===== config.mk =====
export PLATFORM = sky130hd
export DESIGN_NAME = wave_table_sound_channel
export DESIGN_NICKNAME = d
export VERILOG_FILES = /design/src/hw/rtl/wtsc_pkg.sv /design/src/hw/rtl/wave_table_sound_channel.sv
export SDC_FILE = /design/constraint.sdc
export NUM_CORES = 1
export LEC_CHECK = 0
export BUFFER_PORTS_ARGS = -buffer_cell sky130_fd_sc_hd__buf_2
export CAP_MARGIN = 20
export CORE_MARGIN = 2
export CORE_UTILIZATION = 30
export CTS_CLUSTER_DIAMETER = 50
export DETAILED_ROUTE_END_ITERATION = 10
export PLACE_DENSITY = 0.43
export SLEW_MARGIN = 5
export SYNTH_ARGS = -nofsm -noshare
export SYNTH_HDL_FRONTEND = slang
export SYNTH_SLANG_ARGS = --single-unit

===== constraint.sdc =====
create_clock -name clk -period 8.1 [get_ports clk]
set_input_delay 0.405 -clock clk [delete_from_list [all_inputs] [get_ports clk]]
set_output_delay 0.405 -clock clk [all_outputs]
set_load 0.03 [all_outputs]

===== src/hw/rtl/wtsc_pkg.sv =====
// Wave-table sound channel: shared constants and the packing widths of the stream beats.
// No dependencies. Used by wave_table_sound_channel.
package wtsc_pkg;

    localparam logic [15:0] ADDR_DAC_ENABLE  = 16'hFF1A;
    localparam logic [15:0] ADDR_PERIOD_LOW  = 16'hFF1D;
    localparam logic [15:0] ADDR_PERIOD_HIGH = 16'hFF1E;
    localparam logic [11:0] ADDR_WAVE_PAGE   = 12'hFF3;

    localparam int WAVE_BYTES  = 16;
    localparam int WAVE_AW     = $clog2(WAVE_BYTES);
    localparam int POS_W       = WAVE_AW + 1;
    localparam int COUNT_W     = 14;
    localparam int CALC_W      = 16;
    localparam int PERIOD_W    = 11;

    localparam logic signed [CALC_W-1:0] PERIOD_SPAN = 16'sd2048;
    localparam logic signed [CALC_W-1:0] COUNT_MIN   = -16'sd8192;

    localparam int IN_TDATA_W  = 32;
    localparam int OUT_TDATA_W = 8;

    typedef enum logic
    {
        MODE_TICK  = 1'b0,
        MODE_WRITE = 1'b1
    } mode_t;

endpackage


===== src/hw/rtl/wave_table_sound_channel.sv =====
// Wave-table sound channel top level: control registers, 16-byte wave RAM and output register.
// Depends on wtsc_pkg.
// Path: an accepted beat passes the RAM read register, then the output register, to m_axis.
// Throughput: one beat per cycle unless m_axis stalls; RAM: one write, one read per cycle.
// Reset: rst_n clears the channel registers, the RAM valid bits and both pipeline valids;
// RAM entries not yet written read as zero, so no clearing pass is needed.
module wave_table_sound_channel
(
    input  logic                               clk,
    input  logic                               rst_n,
    input  logic                               s_axis_tvalid,
    output logic                               s_axis_tready,
    // tdata: tick_cycles[5:0], address[21:6], write_data[29:22], zero pad
    input  logic [wtsc_pkg::IN_TDATA_W-1:0]    s_axis_tdata,
    // tuser: mode
    input  logic                               s_axis_tuser,
    output logic                               m_axis_tvalid,
    input  logic                               m_axis_tready,
    // tdata: sample[3:0], channel_on[4], write_claimed[5], zero pad
    output logic [wtsc_pkg::OUT_TDATA_W-1:0]   m_axis_tdata
);

    logic [5:0]  in_cycles;
    logic [15:0] in_addr;
    logic [7:0]  in_wdata;
    wtsc_pkg::mode_t in_mode;

    logic accept;
    logic advance;

    logic                                running_reg, running_next;
    logic [wtsc_pkg::POS_W-1:0]          pos_reg, pos_next;
    logic signed [wtsc_pkg::COUNT_W-1:0] count_reg, count_next;
    logic [7:0]                          dac_reg, dac_next;
    logic [7:0]                          plow_reg, plow_next;
    logic [7:0]                          phigh_reg, phigh_next;
    logic                                claimed;
    logic                                wave_wr;
    logic [wtsc_pkg::WAVE_AW-1:0]        wave_idx;
    logic [wtsc_pkg::WAVE_AW-1:0]        rd_addr;

    logic [wtsc_pkg::PERIOD_W-1:0]       period;
    logic signed [wtsc_pkg::CALC_W-1:0]  reload;
    logic signed [wtsc_pkg::CALC_W-1:0]  diff;
    logic signed [wtsc_pkg::CALC_W-1:0]  wrapped;

    logic [7:0]                          wave_mem [wtsc_pkg::WAVE_BYTES];
    logic [wtsc_pkg::WAVE_BYTES-1:0]     wave_valid_reg;

    logic       p_valid_reg;
    logic       p_odd_reg;
    logic       p_run_reg;
    logic       p_claim_reg;
    logic [7:0] rd_data_reg;
    logic       rd_valid_reg;

    logic                              out_valid_reg;
    logic [wtsc_pkg::OUT_TDATA_W-1:0]  out_data_reg;
    logic [3:0]                        nibble;

    assign in_cycles = s_axis_tdata[5:0];
    assign in_addr   = s_axis_tdata[21:6];
    assign in_wdata  = s_axis_tdata[29:22];
    assign in_mode   = wtsc_pkg::mode_t'(s_axis_tuser);

    assign advance       = !out_valid_reg || m_axis_tready;
    assign s_axis_tready = !p_valid_reg || advance;
    assign accept        = s_axis_tvalid && s_axis_tready;

    assign m_axis_tvalid = out_valid_reg;
    assign m_axis_tdata  = out_data_reg;

    always_comb
    begin
        running_next = running_reg;
        pos_next     = pos_reg;
        count_next   = count_reg;
        dac_next     = dac_reg;
        plow_next    = plow_reg;
        phigh_next   = phigh_reg;
        claimed      = 1'b0;
        wave_wr      = 1'b0;
        wave_idx     = in_addr[wtsc_pkg::WAVE_AW-1:0];
        period       = '0;
        reload       = '0;
        diff         = '0;
        wrapped      = '0;

        unique case (in_mode)
            wtsc_pkg::MODE_TICK:
            begin
                period  = {phigh_reg[2:0], plow_reg};
                reload  = (wtsc_pkg::PERIOD_SPAN
                           - $signed({{(wtsc_pkg::CALC_W-wtsc_pkg::PERIOD_W){1'b0}}, period}))
                          <<< 1;
                diff    = $signed({{(wtsc_pkg::CALC_W-wtsc_pkg::COUNT_W){count_reg[13]}},
                                   count_reg})
                          - $signed({{(wtsc_pkg::CALC_W-6){1'b0}}, in_cycles});
                wrapped = reload + diff;
                if (running_reg)
                begin
                    if (diff <= 0)
                    begin
                        pos_next = pos_reg + 1'b1;
                        if (wrapped < wtsc_pkg::COUNT_MIN)
                            count_next = wtsc_pkg::COUNT_MIN[wtsc_pkg::COUNT_W-1:0];
                        else
                            count_next = wrapped[wtsc_pkg::COUNT_W-1:0];
                    end
                    else
                    begin
                        count_next = diff[wtsc_pkg::COUNT_W-1:0];
                    end
                end
            end
            wtsc_pkg::MODE_WRITE:
            begin
                if (in_addr == wtsc_pkg::ADDR_DAC_ENABLE)
                begin
                    dac_next     = in_wdata;
                    running_next = in_wdata[7];
                    claimed      = 1'b1;
                end
                else if (in_addr == wtsc_pkg::ADDR_PERIOD_LOW)
                begin
                    plow_next = in_wdata;
                end
                else if (in_addr == wtsc_pkg::ADDR_PERIOD_HIGH)
                begin
                    phigh_next = in_wdata;
                    claimed    = 1'b1;
                    if (in_wdata[7])
                    begin
                        // trigger reload uses the new period
                        period       = {in_wdata[2:0], plow_reg};
                        reload       = (wtsc_pkg::PERIOD_SPAN
                                       - $signed({{(wtsc_pkg::CALC_W-wtsc_pkg::PERIOD_W){1'b0}},
                                                  period})) <<< 1;
                        running_next = 1'b1;
                        pos_next     = '0;
                        count_next   = reload[wtsc_pkg::COUNT_W-1:0];
                    end
                end
                else if (in_addr[15:4] == wtsc_pkg::ADDR_WAVE_PAGE)
                begin
                    wave_wr = 1'b1;
                end
            end
            default:
            begin
                running_next = running_reg;
            end
        endcase
    end

    assign rd_addr = pos_next[wtsc_pkg::POS_W-1:1];

    always_ff @(posedge clk or negedge rst_n)
    begin
        if (!rst_n)
        begin
            running_reg    <= 1'b0;
            pos_reg        <= '0;
            count_reg      <= '0;
            dac_reg        <= '0;
            plow_reg       <= '0;
            phigh_reg      <= '0;
            wave_valid_reg <= '0;
            p_valid_reg    <= 1'b0;
            rd_valid_reg   <= 1'b0;
            out_valid_reg  <= 1'b0;
        end
        else
        begin
            if (accept)
            begin
                running_reg  <= running_next;
                pos_reg      <= pos_next;
                count_reg    <= count_next;
                dac_reg      <= dac_next;
                plow_reg     <= plow_next;
                phigh_reg    <= phigh_next;
                if (wave_wr)
                    wave_valid_reg[wave_idx] <= 1'b1;
                rd_valid_reg <= wave_valid_reg[rd_addr] || (wave_wr && wave_idx == rd_addr);
            end
            if (accept)
                p_valid_reg <= 1'b1;
            else if (advance)
                p_valid_reg <= 1'b0;
            if (advance)
                out_valid_reg <= p_valid_reg;
        end
    end

    // wave RAM: one write, one registered read; same-entry write forwarded
    always_ff @(posedge clk)
    begin
        if (accept)
        begin
            if (wave_wr)
                wave_mem[wave_idx] <= in_wdata;
            if (wave_wr && wave_idx == rd_addr)
                rd_data_reg <= in_wdata;
            else
                rd_data_reg <= wave_mem[rd_addr];
            p_odd_reg   <= pos_next[0];
            p_run_reg   <= running_next;
            p_claim_reg <= claimed;
        end
    end

    always_comb
    begin
        if (!p_run_reg || !rd_valid_reg)
            nibble = 4'd0;
        else if (p_odd_reg)
            nibble = rd_data_reg[3:0];
        else
            nibble = rd_data_reg[7:4];
    end

    always_ff @(posedge clk)
    begin
        if (advance && p_valid_reg)
            out_data_reg <= {2'b00, p_claim_reg, p_run_reg, nibble};
    end

endmodule

== After elaboration in Yosys (flattened, before gate mapping) ==
Memory sizes are Yosys's and may differ from the RTL's. A register that Yosys moved wholly into a read port is not among the register bits.
Cells that the tools add are included.
Operators by class
  add/sub/neg operators: 5
  $mul: 0
  div/mod/pow operators: 0
  $lt $le $gt $ge: 5
  equality and inequality tests: 10
  shift-type cells: 0
  multiplexer cells: 38
  bitwise gates (word level): 4
  reductions and logical operators: 17
Operators with widths (number)
  $mux 14: 7
  $eq 16x16->1 const B: 3
  $mux 5: 6
  $pmux 14 s2: 1
  $sub 12x11->13 const A: 2
  $mux 1: 20
  $add 14x15->16: 1
  $lt 16x14->1 const B: 1
  $or 16x16->16: 1
  $le 15x1->1 const B: 1
  $sub 14x7->15: 1
  $eq 12x12->1 const B: 1
  $lt 4x5->1 const B: 2
  $pmux 5 s2: 1
  $ne 2x2->1 const B: 4
  $reduce_and 6->1: 1
  $add 5x1->5 const B: 1
  $reduce_and 5->1: 1
  $bmux 1 s4: 1
  $demux 1 s4: 1
  $eq 4x4->1: 1
  $ge 4x1->1 const B: 1
  $logic_and 1x1->1: 4
  $logic_not 1->1: 4
  7 further kinds: 12
Word-level totals
  register bits after elaboration: 59
  bits in latches: 0
  memory bits (writable): 128
  ROM bits: 0
  bits of input ports: 37
  memories: 1
Memory list
  wave_mem: depth 16, bits a word 8, rd ports 1, clocked after memory_dff 1, write ports 1, RTL line wave_table_sound_channel.sv:47  | logic [7:0] wave_mem [wtsc_pkg::WAVE_BYTES];

== Logic depth before layout (Yosys ltp) ==
  depth after elaboration: 9
  mapped depth: 19
  mapped depth without buffers: 18

== Worst setup path after synthesis ==
No wires, ideal clock.
  kind: input to register
  start point: input s_axis_tdata[0] in the netlist's numbering
  end point: register rd_data_reg[0] (read register of wave_mem) (data pin)
  setup time: 0.167 ns
  arrival time: 4.300 ns
  required time: 7.933 ns
  setup slack: 3.633 ns
  stages: 16
  path buffers: 2
  cells stage by stage: ha_1 > fa_1 > nor2b_1 > o22ai_1 > xnor2_1 > or4_1 > a2111o_1 > o21ai_2 > nand3_1 > mux2i_2 > xor2_1 > or4_1 > buf_4 > and2_4 > buf_6 > a221oi_2
On the way
  word-level cells in the longest chain between the ends: 5
Ends and longest elaborated chain
  from (decl): RTL line wave_table_sound_channel.sv:14  | input logic [wtsc_pkg::IN_TDATA_W-1:0] s_axis_tdata,
  $sub 14x7->15: RTL line wave_table_sound_channel.sv:98  | - $signed({{(wtsc_pkg::CALC_W-6){1'b0}}, in_cycles});
  $le 15x1->1: RTL line wave_table_sound_channel.sv:102  | if (diff <= 0)
  $mux 5: RTL line wave_table_sound_channel.sv:102
  $mux 5: RTL line wave_table_sound_channel.sv:100  | if (running_reg)
  $pmux 5 s2: RTL line wave_table_sound_channel.sv:89  | unique case (in_mode)
  to (decl): RTL line wave_table_sound_channel.sv:54  | logic [7:0] rd_data_reg;
Every way passes these cells.
A chain may end at the register's enable or synchronous reset.

== Worst setup path after layout ==
  start point: register count_reg[0] in the netlist's numbering
  end point: register rd_data_reg[3] (read register of wave_mem) (data pin)
On the way
  word-level cells in the longest chain between the ends: 5
Ends and longest elaborated chain
  from (decl): RTL line wave_table_sound_channel.sv:33  | logic signed [wtsc_pkg::COUNT_W-1:0] count_reg, count_next;
  from (signal assigned): RTL line wave_table_sound_channel.sv:179  | count_reg <= count_next;
  $sub 14x7->15: RTL line wave_table_sound_channel.sv:98
  $le 15x1->1: RTL line wave_table_sound_channel.sv:102
  $mux 5: RTL line wave_table_sound_channel.sv:102
  $mux 5: RTL line wave_table_sound_channel.sv:100
  $pmux 5 s2: RTL line wave_table_sound_channel.sv:89
Every way passes these cells.

==> flow_metrics.tcl <==
set metrics [dict create \
    cellPowerDensity_nw_per_um2 275 \
    drv_slew 0 \
    crit_path_max_fanout 38 \
    max_cap_viol_count 0 \
    min_path_type "in2async" \
    netSwitchingPower_w 0.00102 \
    antenna-diode-count 0 \
    synth-simple-area-share 0.114 \
    dieArea_um2 33600 \
    dp.cells 1213 \
    area_growth_pct 13.8 \
    comb_power_share 0.319 \
    core_um2 31600 \
    clockBufferDepth 2 \
    synth_seq_cells 195 \
    fmax_mhz 179 \
    leakage_nw 4.05 \
    final_cell_mix "145 x edfxtp_1, 78 x mux2i_1, 74 x nand2_1" \
    postRouteAntennaNets 0 \
    cp.required_ns 8.36 \
    cp_data_arrival_time_ns 5.84 \
    start_util 0.305 \
    worstSetupEndpointType "flop" \
    fillers 3155 \
    rsz0062_at_grt "false" \
    critPathSlowestCell "buf_4" \
    fin_skew_ns 0.0137 \
    first_pass_iters 4 \
    instances_no_fill 1245 \
    use_met1 0.212 \
    cts_root_buf "clkbuf_16" \
    avgSynthCellArea_um2 12.4 \
    setup_violations 0 \
    ios 47 \
    clk_latency_ns 0.44 \
    seq_area_um2 5610 \
    cts_made_buffers 17 \
    p_sw_frac 0.338 \
    synth_fa_ha_area_frac 0.0301 \
    crit_path_start_kind "flop" \
    ys_seq_area_frac 0.582 \
    cts_tree "done" \
    drive_gt1_frac 0.171 \
    internal_power_w 0.00200 \
    fin_setup_tns_ns 0 \
    vias 6236 \
    drc_errors 0 \
    final_common_cell "edfxtp_1" \
    outcome "completed" \
    cts_hold_buf 0 \
    hpwl_um 16900 \
    fin_hold_ws_ns 0.0947 \
    finish.utilization 0.348 \
    postSynthCellCount 779 \
    fin_crit_ns 5.58 \
    async_reset_ff_frac 0.256 \
    path_clk_slew_ns 0.08 \
    worst_pin_slew_ns 1.09 \
    grt_start_max_net_pins 51 \
    grt_pass1_wl_um 37500 \
    overflow 0 \
    wl_per_cell_um 19.8 \
    fin_nets 889 \
    met2_usage 0.246 \
    die_y_um 183 \
    cpMostUsedCell "buf_4" \
    power.share.clock 0.286 \
    power_frac_seq 0.396 \
    cp_cell_sequence "inv_1 -> ha_1 -> fa_1 -> nor2b_1 -> o21bai_1 -> a21boi_1 -> o221ai_1 -> a2111o_1 -> o21ai_0 -> mux2i_4 -> buf_4 -> buf_4 -> mux2i_1 -> a22oi_1 -> nand2_1 -> a221oi_2" \
    fin_ws_ns 2.52 \
    synth_xor_area_frac 0.0345 \
    busiest_layer "met2" \
    period_share 0.689 \
    track_usage 0.151 \
    drtIter0Drc 322 \
    wl_um 24600 \
    cts_setup_buffers 0 \
    ys.flop_type "edfxtp_1" \
    largest_reg_flops 128 \
    grt_use_met3 0.0244 \
    gp_congestion 0.780 \
    via_per_inst 5.01 \
    cts_sinks 195 \
    multi_input_area_um2 3830 \
    ir_worst_vdd_v 0.000140 \
    synth_area_um2 9640 \
    synth_top_family_by_area "compound AO/OA/AOI/OAI gates" \
    yosysWarningCount 0 \
    crit_start "count_reg[0]" \
    io_buffers 42 \
    grt_pass1_vias 6048 \
    rows 65 \
    relSlewSlack 0.268 \
    post_cts_resized 0 \
    r2r_start "count_reg[0]" \
    die_w_um 183 \
    crit_type "reg2reg" \
    cpPeakStageDelay_ns 0.65 \
    hold_viol_final 0 \
    h-tree-depth 4 \
    synthMuxAreaShare 0.101 \
    synth_compound_area_frac 0.114 \
    ys_types 73 \
    pre_cts_ws_ns 2.31 \
    antenna_found_initial 0 \
    synth_edf_count 145 \
]
==> layout make-up <==
type	instances	area share
clock buffers	17	0.0388
flip-flops and latches	195	0.511
well taps	402	0.0458
repair buffers	60	0.0318
multi-input cells	533	0.349
inverters	23	0.00787
clock inverters	15	0.0157
==> critical path, delay by kind of cell, from the launching register on <==
kind	cells	cell delay, ns
AO/OA/AOI/OAI	7	2.51
multiplexers	2	0.45
buffers and inverters	3	1.15
flip-flops	1	0.33
AND/OR/NAND/NOR	2	0.29
adder cells (fa/ha/maj)	2	0.60
==> cells by family (layout without fill, tap and decap cells) <==
group | count (synthesis) | after routing
AO/OA/AOI/OAI | 152 | 152
multiplexers | 94 | 94
XOR/XNOR | 38 | 38
adder cells (fa/ha/maj) | 22 | 22
buffers and inverters | 52 | 115
other | 1 | 2
AND/OR/NAND/NOR | 225 | 225
flip-flops | 195 | 195
==> power by group through the flow <==
stage               registers, W  clock network (W)  logic [W]
finish                   0.00119           0.000861   0.000960
global route             0.00120           0.000927    0.00108
CTS                      0.00119           0.000887   0.000969
global placement         0.00122                  0   0.000958
detailed placement       0.00122                  0   0.000965
floorplan                0.00120                  0   0.000727
==> routing by layer <==
layer / up-vias / wire [um]
li1: 3027 / -
met1: 3129 / 12400
met2: 69 / 11600
met3: 11 / 455
met4: 0 / 171
met5: - / 0
==> metrics by stage <==
stage | total power (W) | cell area [um2]
finish | 0.00301 | 11000
detailed placement | 0.00218 | 10400
floorplan | 0.00192 | 9640
CTS | 0.00305 | 11000
global route | 0.00320 | 11000
global placement | 0.00217 | 10400
==> Yosys cell counts, types with 3 or more instances <==
cell | n | area share
o21a_1 | 4 | 0.0031
nor3_1 | 11 | 0.0057
inv_1 | 23 | 0.0090
buf_2 | 8 | 0.0042
a31oi_1 | 4 | 0.0026
nand3b_1 | 4 | 0.0031
nand2_1 | 74 | 0.029
ha_1 | 20 | 0.026
o21ai_0 | 23 | 0.012
nor2_1 | 52 | 0.020
mux2_2 | 12 | 0.014
a22oi_1 | 28 | 0.022
clkbuf_1 | 15 | 0.0058
nor2b_1 | 4 | 0.0026
xor2_1 | 11 | 0.010
a221o_1 | 5 | 0.0052
a211o_1 | 3 | 0.0027
a221oi_1 | 6 | 0.0055
and2_1 | 3 | 0.0019
nand4_1 | 4 | 0.0026
or4_1 | 4 | 0.0031
a21oi_1 | 33 | 0.017
mux2i_1 | 79 | 0.082
buf_4 | 3 | 0.0023
dfrtp_1 | 50 | 0.13
a21o_1 | 6 | 0.0047
nand2b_1 | 10 | 0.0065
a221oi_2 | 8 | 0.012
or3_1 | 5 | 0.0032
or2_2 | 18 | 0.012
edfxtp_1 | 145 | 0.45
xnor2_1 | 27 | 0.025
nor4_1 | 5 | 0.0032
o21bai_1 | 6 | 0.0047
nand3_1 | 18 | 0.0093
==> path summary, 6_finish.rpt <==
check / to / slack, ns / cells past startpoint
worst max-delay path: rd_data_reg[3] / 2.52 / 16
worst min-delay path: plow_reg[4] / 0.09 / 2
worst max register to register: rd_data_reg[3] / 2.52 / 16
worst min register to register: m_axis_tdata[5] / 0.42 / 0
max in group asynchronous: wave_valid_reg[2] / 7.48 / 2
min in group clk: p_valid_reg / 0.19 / 2
(Power assumes the default switching activity.)
